**config.mk**
```make
export PLATFORM = sky130hd
export DESIGN_NAME = byte_ring_buffer_unit
export DESIGN_NICKNAME = d
export VERILOG_FILES = /design/src/brb_pkg.sv /design/src/brb_ram.sv /design/src/brb_job_queue.sv /design/src/brb_front.sv /design/src/brb_back.sv /design/src/byte_ring_buffer_unit.sv
export SDC_FILE = /design/constraint.sdc
export NUM_CORES = 1
export LEC_CHECK = 0
export BUFFER_PORTS_ARGS = -buffer_cell sky130_fd_sc_hd__buf_2
export CAP_MARGIN = 20
export CORE_UTILIZATION = 50
export DETAILED_ROUTE_END_ITERATION = 7
export PLACE_DENSITY = 0.74
export SKIP_LAST_GASP = 1
export SLEW_MARGIN = 15
export SYNTH_ARGS = -nofsm -noshare
export SYNTH_HDL_FRONTEND = slang
export SYNTH_HIERARCHICAL = 1
export SYNTH_SLANG_ARGS = --single-unit
```
**constraint.sdc**
```tcl
create_clock -name clk -period 9.7 [get_ports clk]
set_clock_uncertainty 0.1 [all_clocks]
set_input_delay 1.455 -clock clk [delete_from_list [all_inputs] [get_ports clk]]
set_output_delay 1.455 -clock clk [all_outputs]
set_load 0.01 [all_outputs]
```
**src/brb_pkg.sv**
```systemverilog
// Shared types and constants for the byte ring buffer unit.
// Depends on nothing; every other file of the unit but brb_ram imports it.
`timescale 1ns / 1ps
`default_nettype none

package brb_pkg;

    // Operation codes carried in the command.
    localparam logic [1:0] OP_WRITE   = 2'd0;
    localparam logic [1:0] OP_CONSUME = 2'd1;
    localparam logic [1:0] OP_FLUSH   = 2'd2;

    // Status codes reported with each result.
    localparam logic [1:0] ST_NONE     = 2'd0;
    localparam logic [1:0] ST_OVERRUN  = 2'd1;
    localparam logic [1:0] ST_UNDERRUN = 2'd2;

    // Jobs carry a start address wide enough for the largest supported depth.
    localparam int JOB_ADDR_W = 16;

    typedef struct packed {
        logic [1:0] operation;
        logic [7:0] write_byte;
        logic [5:0] consume_count;
    } cmd_t;

    typedef struct packed {
        logic [7:0] read_byte;
        logic       byte_valid;
        logic       last_result;
        logic [1:0] status;
        logic [5:0] fill_level;
        logic [5:0] free_space;
    } res_t;

    // One unit of work handed from the front part to the back part.
    typedef struct packed {
        logic                  is_burst;
        logic [1:0]            status;
        logic [JOB_ADDR_W-1:0] start_addr;
        logic [5:0]            byte_count;
        logic [5:0]            fill_level;
        logic [5:0]            free_space;
    } job_t;

endpackage

`default_nettype wire

```
**src/brb_ram.sv**
```systemverilog
// Generic single-write, single-read RAM with a registered read port.
// Depends on nothing.
`timescale 1ns / 1ps
`default_nettype none

module brb_ram #(
    parameter int WIDTH = 8,
    parameter int DEPTH = 64,
    localparam int AW = (DEPTH > 1) ? $clog2(DEPTH) : 1
) (
    input  wire logic             clk,
    input  wire logic             wr_en,
    input  wire logic [AW-1:0]    wr_addr,
    input  wire logic [WIDTH-1:0] wr_data,
    input  wire logic             rd_en,
    input  wire logic [AW-1:0]    rd_addr,
    output logic      [WIDTH-1:0] rd_data
);

    logic [WIDTH-1:0] mem [DEPTH];

    always_ff @(posedge clk)
    begin
        if (wr_en)
        begin
            mem[wr_addr] <= wr_data;
        end
        if (rd_en)
        begin
            rd_data <= mem[rd_addr];
        end
    end

endmodule

`default_nettype wire

```
**src/brb_job_queue.sv**
```systemverilog
// Four-entry job queue between the front and back parts of the unit.
// Depends on brb_pkg for the job type.
`timescale 1ns / 1ps
`default_nettype none

module brb_job_queue
    import brb_pkg::*;
(
    input  wire logic clk,
    input  wire logic rst_n,
    input  wire logic push,
    input  wire job_t push_job,
    output logic      not_full,
    input  wire logic pop,
    output job_t      head_job,
    output logic      not_empty
);

    logic [1:0] head_reg, head_next;
    logic [1:0] tail_reg, tail_next;
    logic [2:0] count_reg, count_next;
    job_t       slot_reg [4];

    assign not_full  = (count_reg != 3'd4);
    assign not_empty = (count_reg != 3'd0);
    assign head_job  = slot_reg[head_reg];

    always_comb
    begin
        head_next  = head_reg;
        tail_next  = tail_reg;
        count_next = count_reg;
        if (push)
        begin
            tail_next = tail_reg + 2'd1;
        end
        if (pop)
        begin
            head_next = head_reg + 2'd1;
        end
        if (push && !pop)
        begin
            count_next = count_reg + 3'd1;
        end
        else if (pop && !push)
        begin
            count_next = count_reg - 3'd1;
        end
    end

    always_ff @(posedge clk or negedge rst_n)
    begin
        if (!rst_n)
        begin
            head_reg  <= '0;
            tail_reg  <= '0;
            count_reg <= '0;
        end
        else
        begin
            head_reg  <= head_next;
            tail_reg  <= tail_next;
            count_reg <= count_next;
        end
    end

    always_ff @(posedge clk)
    begin
        if (push)
        begin
            slot_reg[tail_reg] <= push_job;
        end
    end

endmodule

`default_nettype wire

```
**src/brb_front.sv**
```systemverilog
// Front part: accepts commands, keeps the pointers and fill level, writes
// bytes into the store and queues one job per command. Depends on brb_pkg.
`timescale 1ns / 1ps
`default_nettype none

module brb_front
    import brb_pkg::*;
#(
    parameter int DEPTH = 64,
    localparam int AW = (DEPTH > 1) ? $clog2(DEPTH) : 1,
    localparam int SW = ((AW > 6) ? AW : 6) + 1,
    localparam int FW = (AW > 6) ? AW : 6
) (
    input  wire logic          clk,
    input  wire logic          rst_n,
    input  wire logic          start,
    input  wire cmd_t          command,
    output logic               busy,
    input  wire logic          queue_ready,
    output logic               job_push,
    output job_t               job,
    input  wire logic          release_byte,
    output logic               wr_en,
    output logic [AW-1:0]      wr_addr,
    output logic [7:0]         wr_data
);

    logic [AW-1:0] rp_reg, rp_next;
    logic [AW-1:0] wp_reg, wp_next;
    logic [AW-1:0] level_reg, level_next;
    logic [SW-1:0] pending_reg, pending_next;
    logic          drain_reg, drain_next;

    logic          accept;
    logic          full;
    logic          hazard;
    logic [AW-1:0] wp_inc;
    logic [SW-1:0] count_ext;
    logic [SW-1:0] level_ext;
    logic [SW-1:0] rp_sum;
    logic [SW-1:0] rp_wrap;
    logic [SW-1:0] level_left;
    logic [SW-1:0] pending_add;
    logic          burst;
    logic [1:0]    status;
    logic [AW-1:0] free_w;
    logic [FW-1:0] fill_big;
    logic [FW-1:0] free_big;

    // Bytes handed to the back part but not yet read out sit just behind the
    // read pointer; a write must not land there until they are read.
    assign hazard = ((pending_reg + level_ext) >= SW'(DEPTH));
    assign busy   = !queue_ready || hazard || (drain_reg && (pending_reg != '0));
    assign accept = start && !busy;

    assign full      = (level_reg == AW'(DEPTH - 1));
    assign wp_inc    = (wp_reg == AW'(DEPTH - 1)) ? '0 : wp_reg + 1'b1;
    assign count_ext = SW'(command.consume_count);
    assign level_ext = SW'(level_reg);
    assign rp_sum    = SW'(rp_reg) + count_ext;
    assign rp_wrap   = (rp_sum >= SW'(DEPTH)) ? rp_sum - SW'(DEPTH) : rp_sum;
    assign level_left = level_ext - count_ext;

    always_comb
    begin
        rp_next    = rp_reg;
        wp_next    = wp_reg;
        level_next = level_reg;
        drain_next = drain_reg && (pending_reg != '0);
        wr_en      = 1'b0;
        burst      = 1'b0;
        status     = ST_NONE;
        unique case (command.operation)
            OP_WRITE:
            begin
                if (full)
                begin
                    status = ST_OVERRUN;
                end
                else
                begin
                    wr_en      = accept;
                    wp_next    = wp_inc;
                    level_next = level_reg + 1'b1;
                end
            end
            OP_CONSUME:
            begin
                if (level_ext < count_ext)
                begin
                    status = ST_UNDERRUN;
                end
                else if (count_ext != '0)
                begin
                    burst      = 1'b1;
                    rp_next    = rp_wrap[AW-1:0];
                    level_next = level_left[AW-1:0];
                end
            end
            OP_FLUSH:
            begin
                rp_next    = '0;
                wp_next    = '0;
                level_next = '0;
                drain_next = 1'b1;
            end
            default:
            begin
                status = ST_NONE;
            end
        endcase
    end

    assign pending_add  = (accept && burst) ? count_ext : '0;
    assign pending_next = pending_reg + pending_add - SW'(release_byte);

    assign free_w   = AW'(DEPTH - 1) - level_next;
    assign fill_big = FW'(level_next);
    assign free_big = FW'(free_w);

    assign job_push        = accept;
    assign job.is_burst    = burst;
    assign job.status      = status;
    assign job.start_addr  = JOB_ADDR_W'(rp_reg);
    assign job.byte_count  = command.consume_count;
    assign job.fill_level  = fill_big[5:0];
    assign job.free_space  = free_big[5:0];

    assign wr_addr = wp_reg;
    assign wr_data = command.write_byte;

    always_ff @(posedge clk or negedge rst_n)
    begin
        if (!rst_n)
        begin
            rp_reg      <= '0;
            wp_reg      <= '0;
            level_reg   <= '0;
            pending_reg <= '0;
            drain_reg   <= 1'b0;
        end
        else
        begin
            pending_reg <= pending_next;
            if (accept)
            begin
                rp_reg    <= rp_next;
                wp_reg    <= wp_next;
                level_reg <= level_next;
                drain_reg <= drain_next;
            end
            else
            begin
                drain_reg <= drain_reg && (pending_reg != '0);
            end
        end
    end

endmodule

`default_nettype wire

```
**src/brb_back.sv**
```systemverilog
// Back part: takes jobs from the queue, reads consumed bytes from the store
// one per cycle and drives the result register. Depends on brb_pkg.
`timescale 1ns / 1ps
`default_nettype none

module brb_back
    import brb_pkg::*;
#(
    parameter int DEPTH = 64,
    localparam int AW = (DEPTH > 1) ? $clog2(DEPTH) : 1
) (
    input  wire logic          clk,
    input  wire logic          rst_n,
    input  wire logic          job_valid,
    input  wire job_t          job,
    output logic               job_pop,
    output logic               rd_en,
    output logic [AW-1:0]      rd_addr,
    input  wire logic [7:0]    rd_data,
    output logic               release_byte,
    output res_t               result,
    output logic               result_strobe
);

    logic          active_reg, active_next;
    logic [AW-1:0] addr_reg, addr_next;
    logic [5:0]    left_reg, left_next;
    logic [5:0]    fill_reg, fill_next;
    logic [5:0]    free_reg, free_next;

    logic          ovalid_reg, ovalid_next;
    logic          obyte_reg, obyte_next;
    logic          olast_reg, olast_next;
    logic [1:0]    ostatus_reg, ostatus_next;
    logic [5:0]    ofill_reg, ofill_next;
    logic [5:0]    ofree_reg, ofree_next;

    assign job_pop      = !active_reg && job_valid;
    assign rd_en        = active_reg;
    assign rd_addr      = addr_reg;
    assign release_byte = active_reg;

    always_comb
    begin
        active_next  = active_reg;
        addr_next    = addr_reg;
        left_next    = left_reg;
        fill_next    = fill_reg;
        free_next    = free_reg;
        ovalid_next  = 1'b0;
        obyte_next   = 1'b0;
        olast_next   = 1'b1;
        ostatus_next = ST_NONE;
        ofill_next   = ofill_reg;
        ofree_next   = ofree_reg;
        if (active_reg)
        begin
            ovalid_next = 1'b1;
            obyte_next  = 1'b1;
            olast_next  = (left_reg == 6'd1);
            ofill_next  = fill_reg;
            ofree_next  = free_reg;
            addr_next   = (addr_reg == AW'(DEPTH - 1)) ? '0 : addr_reg + 1'b1;
            left_next   = left_reg - 6'd1;
            active_next = (left_reg != 6'd1);
        end
        else if (job_pop)
        begin
            if (job.is_burst)
            begin
                active_next = 1'b1;
                addr_next   = job.start_addr[AW-1:0];
                left_next   = job.byte_count;
                fill_next   = job.fill_level;
                free_next   = job.free_space;
            end
            else
            begin
                ovalid_next  = 1'b1;
                ostatus_next = job.status;
                ofill_next   = job.fill_level;
                ofree_next   = job.free_space;
            end
        end
    end

    always_ff @(posedge clk or negedge rst_n)
    begin
        if (!rst_n)
        begin
            active_reg <= 1'b0;
            ovalid_reg <= 1'b0;
        end
        else
        begin
            active_reg <= active_next;
            ovalid_reg <= ovalid_next;
        end
    end

    always_ff @(posedge clk)
    begin
        addr_reg    <= addr_next;
        left_reg    <= left_next;
        fill_reg    <= fill_next;
        free_reg    <= free_next;
        obyte_reg   <= obyte_next;
        olast_reg   <= olast_next;
        ostatus_reg <= ostatus_next;
        ofill_reg   <= ofill_next;
        ofree_reg   <= ofree_next;
    end

    // Store read data is registered from the address at the same edge as the
    // result register, so the two are aligned.
    assign result_strobe      = ovalid_reg;
    assign result.read_byte   = obyte_reg ? rd_data : 8'd0;
    assign result.byte_valid  = obyte_reg;
    assign result.last_result = olast_reg;
    assign result.status      = ostatus_reg;
    assign result.fill_level  = ofill_reg;
    assign result.free_space  = ofree_reg;

endmodule

`default_nettype wire

```
**src/byte_ring_buffer_unit.sv**
```systemverilog
// Top level of the byte ring buffer unit.
// Depends on brb_pkg, brb_ram, brb_job_queue, brb_front and brb_back.
`timescale 1ns / 1ps
`default_nettype none

// The unit is a byte FIFO of DEPTH slots that always keeps one slot empty,
// so it holds at most DEPTH-1 bytes. A transaction is accepted at a rising
// edge where start is high and busy is low. A write stores one byte (or
// reports overrun when full) and produces one result; a consume of N bytes
// produces N results carrying the bytes oldest first, with last_result on the
// final one, or a single underrun result when fewer than N bytes are stored;
// a consume of zero bytes and a flush each produce one result. Every result
// reports fill level and free space as they stand after its transaction, both
// truncated to six bits. Results appear for exactly one cycle with
// result_strobe high and cannot be held off, so the receiver must take them
// as they come. The front part takes one transaction per cycle while its job
// queue (four entries) has room; the back part produces one result per cycle
// for each consumed byte and takes its next job only once a consume has read
// its last byte. busy also rises while a write could land on a slot whose
// byte has been consumed but not yet read out of the store, and after a
// flush until such bytes are read out.
module byte_ring_buffer_unit
    import brb_pkg::*;
#(
    parameter int DEPTH = 64
) (
    input  wire logic clk,
    input  wire logic rst_n,
    input  wire logic start,
    input  wire cmd_t command,
    output logic      busy,
    output res_t      result,
    output logic      result_strobe
);

    localparam int AW = (DEPTH > 1) ? $clog2(DEPTH) : 1;

    logic          queue_ready;
    logic          queue_has_job;
    logic          job_push;
    logic          job_pop;
    job_t          push_job;
    job_t          head_job;
    logic          release_byte;
    logic          wr_en;
    logic [AW-1:0] wr_addr;
    logic [7:0]    wr_data;
    logic          rd_en;
    logic [AW-1:0] rd_addr;
    logic [7:0]    rd_data;

    brb_front #(
        .DEPTH (DEPTH)
    ) u_front (
        .clk          (clk),
        .rst_n        (rst_n),
        .start        (start),
        .command      (command),
        .busy         (busy),
        .queue_ready  (queue_ready),
        .job_push     (job_push),
        .job          (push_job),
        .release_byte (release_byte),
        .wr_en        (wr_en),
        .wr_addr      (wr_addr),
        .wr_data      (wr_data)
    );

    brb_job_queue u_queue (
        .clk       (clk),
        .rst_n     (rst_n),
        .push      (job_push),
        .push_job  (push_job),
        .not_full  (queue_ready),
        .pop       (job_pop),
        .head_job  (head_job),
        .not_empty (queue_has_job)
    );

    // The byte store: written by the front part, read by the back part.
    brb_ram #(
        .WIDTH (8),
        .DEPTH (DEPTH)
    ) u_store (
        .clk     (clk),
        .wr_en   (wr_en),
        .wr_addr (wr_addr),
        .wr_data (wr_data),
        .rd_en   (rd_en),
        .rd_addr (rd_addr),
        .rd_data (rd_data)
    );

    brb_back #(
        .DEPTH (DEPTH)
    ) u_back (
        .clk           (clk),
        .rst_n         (rst_n),
        .job_valid     (queue_has_job),
        .job           (head_job),
        .job_pop       (job_pop),
        .rd_en         (rd_en),
        .rd_addr       (rd_addr),
        .rd_data       (rd_data),
        .release_byte  (release_byte),
        .result        (result),
        .result_strobe (result_strobe)
    );

endmodule

`default_nettype wire
```
Word-level counts from Yosys, hierarchy flattened --
Memory sizes are Yosys's and may differ from the RTL's. A register that Yosys moved wholly into a read port is not among the register bits. Cells that the tools add are included.
Cells by class: mux-type cells 49, equality and inequality tests 12, multiply operators 0, shift operators 0, bitwise gates (word level) 2, divide/modulo/power cells 0, magnitude comparators 3, reduce and logical (&&, ||, !) cells 28, $add $sub $neg 15
Operators by type and width (count):
- two-way mux 6 bit | 22
- one-hot mux 6 bit (2 select lines) | 2
- two-way mux 1 bit | 19
- adder 6 x 1 -> 6 bit, second input constant | 3
- equality test 6 bit, second input constant | 3
- one-hot mux 6 bit (3 select lines) | 1
- greater-or-equal comparator 7 bit, second input constant | 2
- nonzero test 7 bit | 2
- subtractor 6 x 1 -> 6 bit, second input constant | 2
- nonzero test 2 bit | 5
- two-way mux 8 bit | 1
- adder 6 x 6 -> 7 bit | 1
- adder 7 x 6 -> 7 bit | 1
- adder 7 bit | 1
- subtractor 7 x 1 -> 7 bit | 1
- equality test 6 x 1 -> 1 bit, second input constant | 1
- logical AND 1 bit | 6
- less-than comparator 6 bit | 1
- two-way mux 3 bit | 2
- inequality test 6 x 1 -> 1 bit, second input constant | 1
- AND reduction 3 bit | 2
- subtractor 6 bit | 1
- subtractor 6 bit, first input constant | 1
- zero test 1 bit | 5
- other kinds (17) | 23
Word-level totals: bits of input ports 19, output and inout port bits 26, memory bits (writable) 620, latch bits 0, bits in read-only memories 0, logic and storage cells 130, memories 2, register bits after elaboration 75
Memory list:
- u_store.mem | depth 64, width 8, read ports 1, clocked after memory_dff 1, write ports 1, line brb_ram.sv:20 | logic [WIDTH-1:0] mem [DEPTH];
- u_queue.slot_reg | depth 4, width 27, read ports 1, clocked after memory_dff 0, write ports 1, line brb_job_queue.sv:22 | job_t slot_reg [4];

Logic depth before layout (Yosys ltp) --
word-level depth 10, gate-level depth with buffers 19, mapped depth without buffers 19

Modules after synthesis --
The synthesis kept the hierarchy.
Modules (own cells, without submodules):
- brb_ram | times used 1, cells each 940, seq. area each 15615.0 µm², area each 20246.9 µm²
- brb_job_queue | times used 1, cells each 228, seq. area each 4619.4 µm², area each 5725.5 µm²
- brb_front | times used 1, cells each 304, seq. area each 650.6 µm², area each 2595.0 µm²
- brb_back | times used 1, cells each 124, seq. area each 1211.2 µm², area each 1800.5 µm²

Least setup slack after synthesis --
OpenSTA, ideal clock, no wires.
path type input -> register, from input command[0] (netlist name), to register u_front.pending_reg[6], stages on the path 18, slack 5.008 ns, setup time 0.080 ns, data required time 9.520 ns, buffers on the path 0, arrival 4.512 ns, cell sequence ha_1 -> inv_1 -> fa_1 -> a21o_1 -> and4_1 -> o32a_1 -> nand2_1 -> nor2_1 -> nand2_1 -> ha_1 -> inv_1 -> ha_1 -> fa_1 -> a21o_1 -> a21oi_1 -> o21bai_1 -> a21oi_1 -> xnor2_1
On the way: longest elaborated chain between the ends 8, elaborated cells on any way between the ends 9, classes of those cells 2 x add/sub; 1 x order compare; 4 x mux; 2 x reduce/logical
Ends and longest elaborated chain:
- start: declaration | line byte_ring_buffer_unit.sv:30 | input wire cmd_t command,
- branches (longest 5 deep; another with less-than comparator 6 bit)
- two-way mux 6 bit (*) | line brb_front.sv:114 | assign pending_add = (accept && burst) ? count_ext : '0;
- adder 7 bit (*) | line brb_front.sv:115 | assign pending_next = pending_reg + pending_add - SW'(release_byte);
- subtractor 7 x 1 -> 7 bit (*) | line brb_front.sv:115
- net u_front.pending_next[6] | line brb_front.sv:31 | logic [SW-1:0] pending_reg, pending_next;
- end signal: assignment | line brb_front.sv:144 | pending_reg <= pending_next;
- end: declaration | line brb_front.sv:31
Mark *: on every way through the listed nets, which the timed path passes. A chain may end at the register's enable or synchronous reset.

Worst setup path after layout --
from register u_front.level_reg[0], to memory u_store.mem[38][2], enable pin
On the way: longest elaborated chain between the ends 10, elaborated cells on any way between the ends 11, classes of those cells 1 x add/sub; 1 x order compare; 1 x eq/ne; 4 x mux; 4 x reduce/logical
Ends and longest elaborated chain:
- start: declaration | line brb_front.sv:30 | logic [AW-1:0] level_reg, level_next;
- start signal: assignment | line brb_front.sv:149 | level_reg <= level_next;
- adder 7 x 6 -> 7 bit | line brb_front.sv:52 | assign hazard = ((pending_reg + level_ext) >= SW'(DEPTH));
- greater-or-equal comparator 7 bit | line brb_front.sv:52
- logical OR 1 bit (2 in a row) | line brb_front.sv:53 | assign busy = !queue_ready || hazard || (drain_reg && (pending_reg != '0));
- zero test 1 bit | line brb_front.sv:54 | assign accept = start && !busy;
- logical AND 1 bit | line brb_front.sv:54
- net job_push | line byte_ring_buffer_unit.sv:40 | logic job_push;
- two-way mux 1 bit | line brb_front.sv:76 | if (full)
- two-way mux 1 bit | line brb_front.sv:73 | unique case (command.operation)
- net wr_en | line byte_ring_buffer_unit.sv:45 | logic wr_en;
- two-way mux 1 bit | line brb_ram.sv:24 | if (wr_en)
- two-way mux 1 bit (implied by the code) | line brb_ram.sv:26 | mem[wr_addr] <= wr_data;
- end: declaration | line brb_ram.sv:20
The timed path passes the listed nets, and every way through them passes these cells.

==> flow_metrics.py <==
metrics = {
    "clock_network": {
        "ctsHoldBuffers": 0,
        "cts.sinks": 703,
        "clockBufferDepth": 3,
        "cts.htree.levels": 3,
        "cts_tree": "done",
        "cts_resized": 0,
        "post_cts_buffers": 0,
        "clk_pin_slew_ps": 60,
        "cts_root_buf": "clkbuf_16",
        "cts_buffers": 69,
        "insertion_delay_ps": 610,
    },
    "sta": {
        "slew_headroom": 0.2569,
        "hold_violations": 0,
        "tightest_slew_ps": 1087,
        "finalSetupTns_ps": 0,
        "fin_crit_sh": 0.5241,
        "fin_crit_ps": 5083,
        "rsz0062_at_grt": "false",
        "fmax_mhz": 196.7,
        "setup_viol": 0,
        "fin_ws_ps": 4617,
        "maxSlewViolCount": 0,
    },
    "setup_path": {
        "critical_path.slowest_cell": "nor2_1",
        "start_kind": "flop",
        "worst_path_largest_cell_delay_ps": 810,
        "required_ps": 9830,
        "crit_family": "simple AND/OR/NAND/NOR gates",
        "cp.arrival_ps": 5210,
        "critPathBufInv": 1,
        "cp-end-kind": "flop",
        "crit_chain": "ha_1, fa_1, nand3_1, a21oi_1, a211oi_1, mux2_4, inv_1, and3_1, nor2b_1, nand3_1, nor2_1",
        "rrSetupSlack_ps": 4620,
        "worst-setup-path-type": "reg -> reg",
        "crit_path_max_fanout": 17,
        "path_common_cell": "nand3_1",
    },
    "global_routing": {
        "grt_most_used_layer": "met2",
        "grt_util_met3": 0.04475,
        "grt_pass1_vias": 14580,
        "grt.met1_usage": 0.2898,
        "grtUsageTotal": 0.2068,
        "antenna_found_initial": 0,
        "grt_pass1_wl_um": 90540,
        "grt_max_degree": 65,
        "met2_usage": 0.3231,
        "gr-total-overflow": 0,
    },
    "pwr": {
        "power_density_mw_per_mm2": 270.2,
        "seqPwrFrac": 0.432,
        "vdd_drop_max_uv": 246.2,
        "p_comb_frac": 0.272,
        "netSwitchingFraction": 0.2937,
        "p_leak_nw": 10.47,
        "p_sw_mw": 2.523,
        "clkPwrFrac": 0.296,
        "power.internal_mw": 6.068,
    },
    "layout": {
        "instances_no_fill": 2396,
        "fillerInstances": 4087,
        "largest_register_ffs": 512,
        "multi_input_area_mm2": 0.007254,
        "syn2layout_area_growth_pct": 10.17,
        "finalNetCount": 1651,
        "seqCellArea_mm2": 0.02090,
        "drive_gt1_frac": 0.2226,
        "antenna_cells": 0,
    },
    "place": {
        "gp_congestion": 0.8404,
        "dp_cells": 2269,
        "io_buffers": 44,
        "dp_slack_ps": 4472,
        "dp_hpwl_um": 35380,
    },
    "die": {
        "die_h_um": 242.3,
        "fp-row-count": 87,
        "io-pin-count": 45,
        "die-area_mm2": 0.05869,
        "start_util": 0.5089,
        "core_mm2": 0.05671,
        "die_x_um": 242.3,
    },
    "routing": {
        "drc": 0,
        "finalWirelength_um": 59440,
        "via_per_inst": 6.026,
        "drtPass1Iterations": 5,
        "vias": 14440,
        "drtAntennaViolNets": 0,
        "wire_per_inst_um": 24.81,
        "drt_iter0_drc": 1440,
    },
    "yosys": {
        "synth_fp_nets": 1601,
        "synthCells": 1535,
        "avgSynthCellArea_um2": 18.80,
        "ys.warnings.count": 6,
        "synth_area_mm2": 0.02886,
    },
    "outcome": {
        "status": "completed",
    },
    "run": {
        "maxCapViolCount": 0,
    },
    "worst_hold_path": {
        "worstHoldPathType": "reg -> reg",
    },
}
==> per-stage QoR <==
| stage | util | power, mW | hold WS [ps] | area, µm² |
|---|---|---|---|---|
| after global placement | 0.5224 | 6.052 | 373.1 | 29630 |
| final | 0.5607 | 8.590 | 392.8 | 31800 |
| after global routing | 0.5607 | 8.955 | 410.3 | 31800 |
| after CTS | 0.5602 | 8.646 | 399.4 | 31770 |
| after floorplan | - | 5.512 | 354.7 | 28860 |
| after detailed placement | 0.5225 | 6.103 | 392.0 | 29630 |
==> path summary, 6_finish.rpt <==
kind | endpoint | cells after the start | start
min in group asynchronous | u_queue/count_reg[0] | 1 | rst_n
max reg2reg | u_store/mem[38][2] | 11 | u_front/level_reg[0]
min reg2reg | u_queue/count_reg[2] | 1 | u_queue/count_reg[2]
min | u_queue/count_reg[2] | 1 | u_queue/count_reg[2]
max | u_store/mem[38][2] | 11 | u_front/level_reg[0]
max in group asynchronous | u_back/rd_en | 1 | rst_n
==> cell type report <==
cell class | instances | area share
clock buffers | 96 | 0.06008
clock inverters | 30 | 0.007279
inverters | 46 | 0.005430
multi-input cells | 701 | 0.2281
flip-flops and latches | 703 | 0.6572
well taps | 756 | 0.02975
repair buffers | 64 | 0.01212
==> routing by layer <==
layer / vias to the layer above / part of all wire
met2: 612 / 0.48
li1: 6222 / -
met3: 106 / 0.080
met5: - / 0
met4: 0 / 0.025
met1: 7499 / 0.41
==> power groups by stage <==
stage / combinational (mW) / sequential (mW) / clock (mW)
floorplan: 1.79 / 3.72 / 0
global placement: 2.26 / 3.79 / 0
detailed placement: 2.30 / 3.80 / 0
CTS: 2.32 / 3.74 / 2.58
global route: 2.52 / 3.73 / 2.70
finish: 2.34 / 3.71 / 2.54
==> layout by cell type, fill, tap and decap left out, types with 6 or more instances in the layout <==
cell,instances
nand2_1,55
xnor2_1,14
a221oi_1,6
o21ai_0,26
clkinv_2,11
a21oi_1,22
clkinv_1,9
edfxtp_1,664
nand3_1,25
buf_2,43
o221ai_1,10
mux2_2,37
mux4_2,153
ha_1,42
clkbuf_1,21
a21o_1,8
nor2b_1,21
clkbuf_16,71
and2_1,11
o21a_1,7
xor2_1,11
o22ai_1,10
nor3_1,9
a211oi_1,7
nor2_1,105
buf_4,20
dfrtp_1,33
mux2i_1,25
inv_1,46
nand2b_1,9
Note: power is estimated with default switching activity, not from simulation.
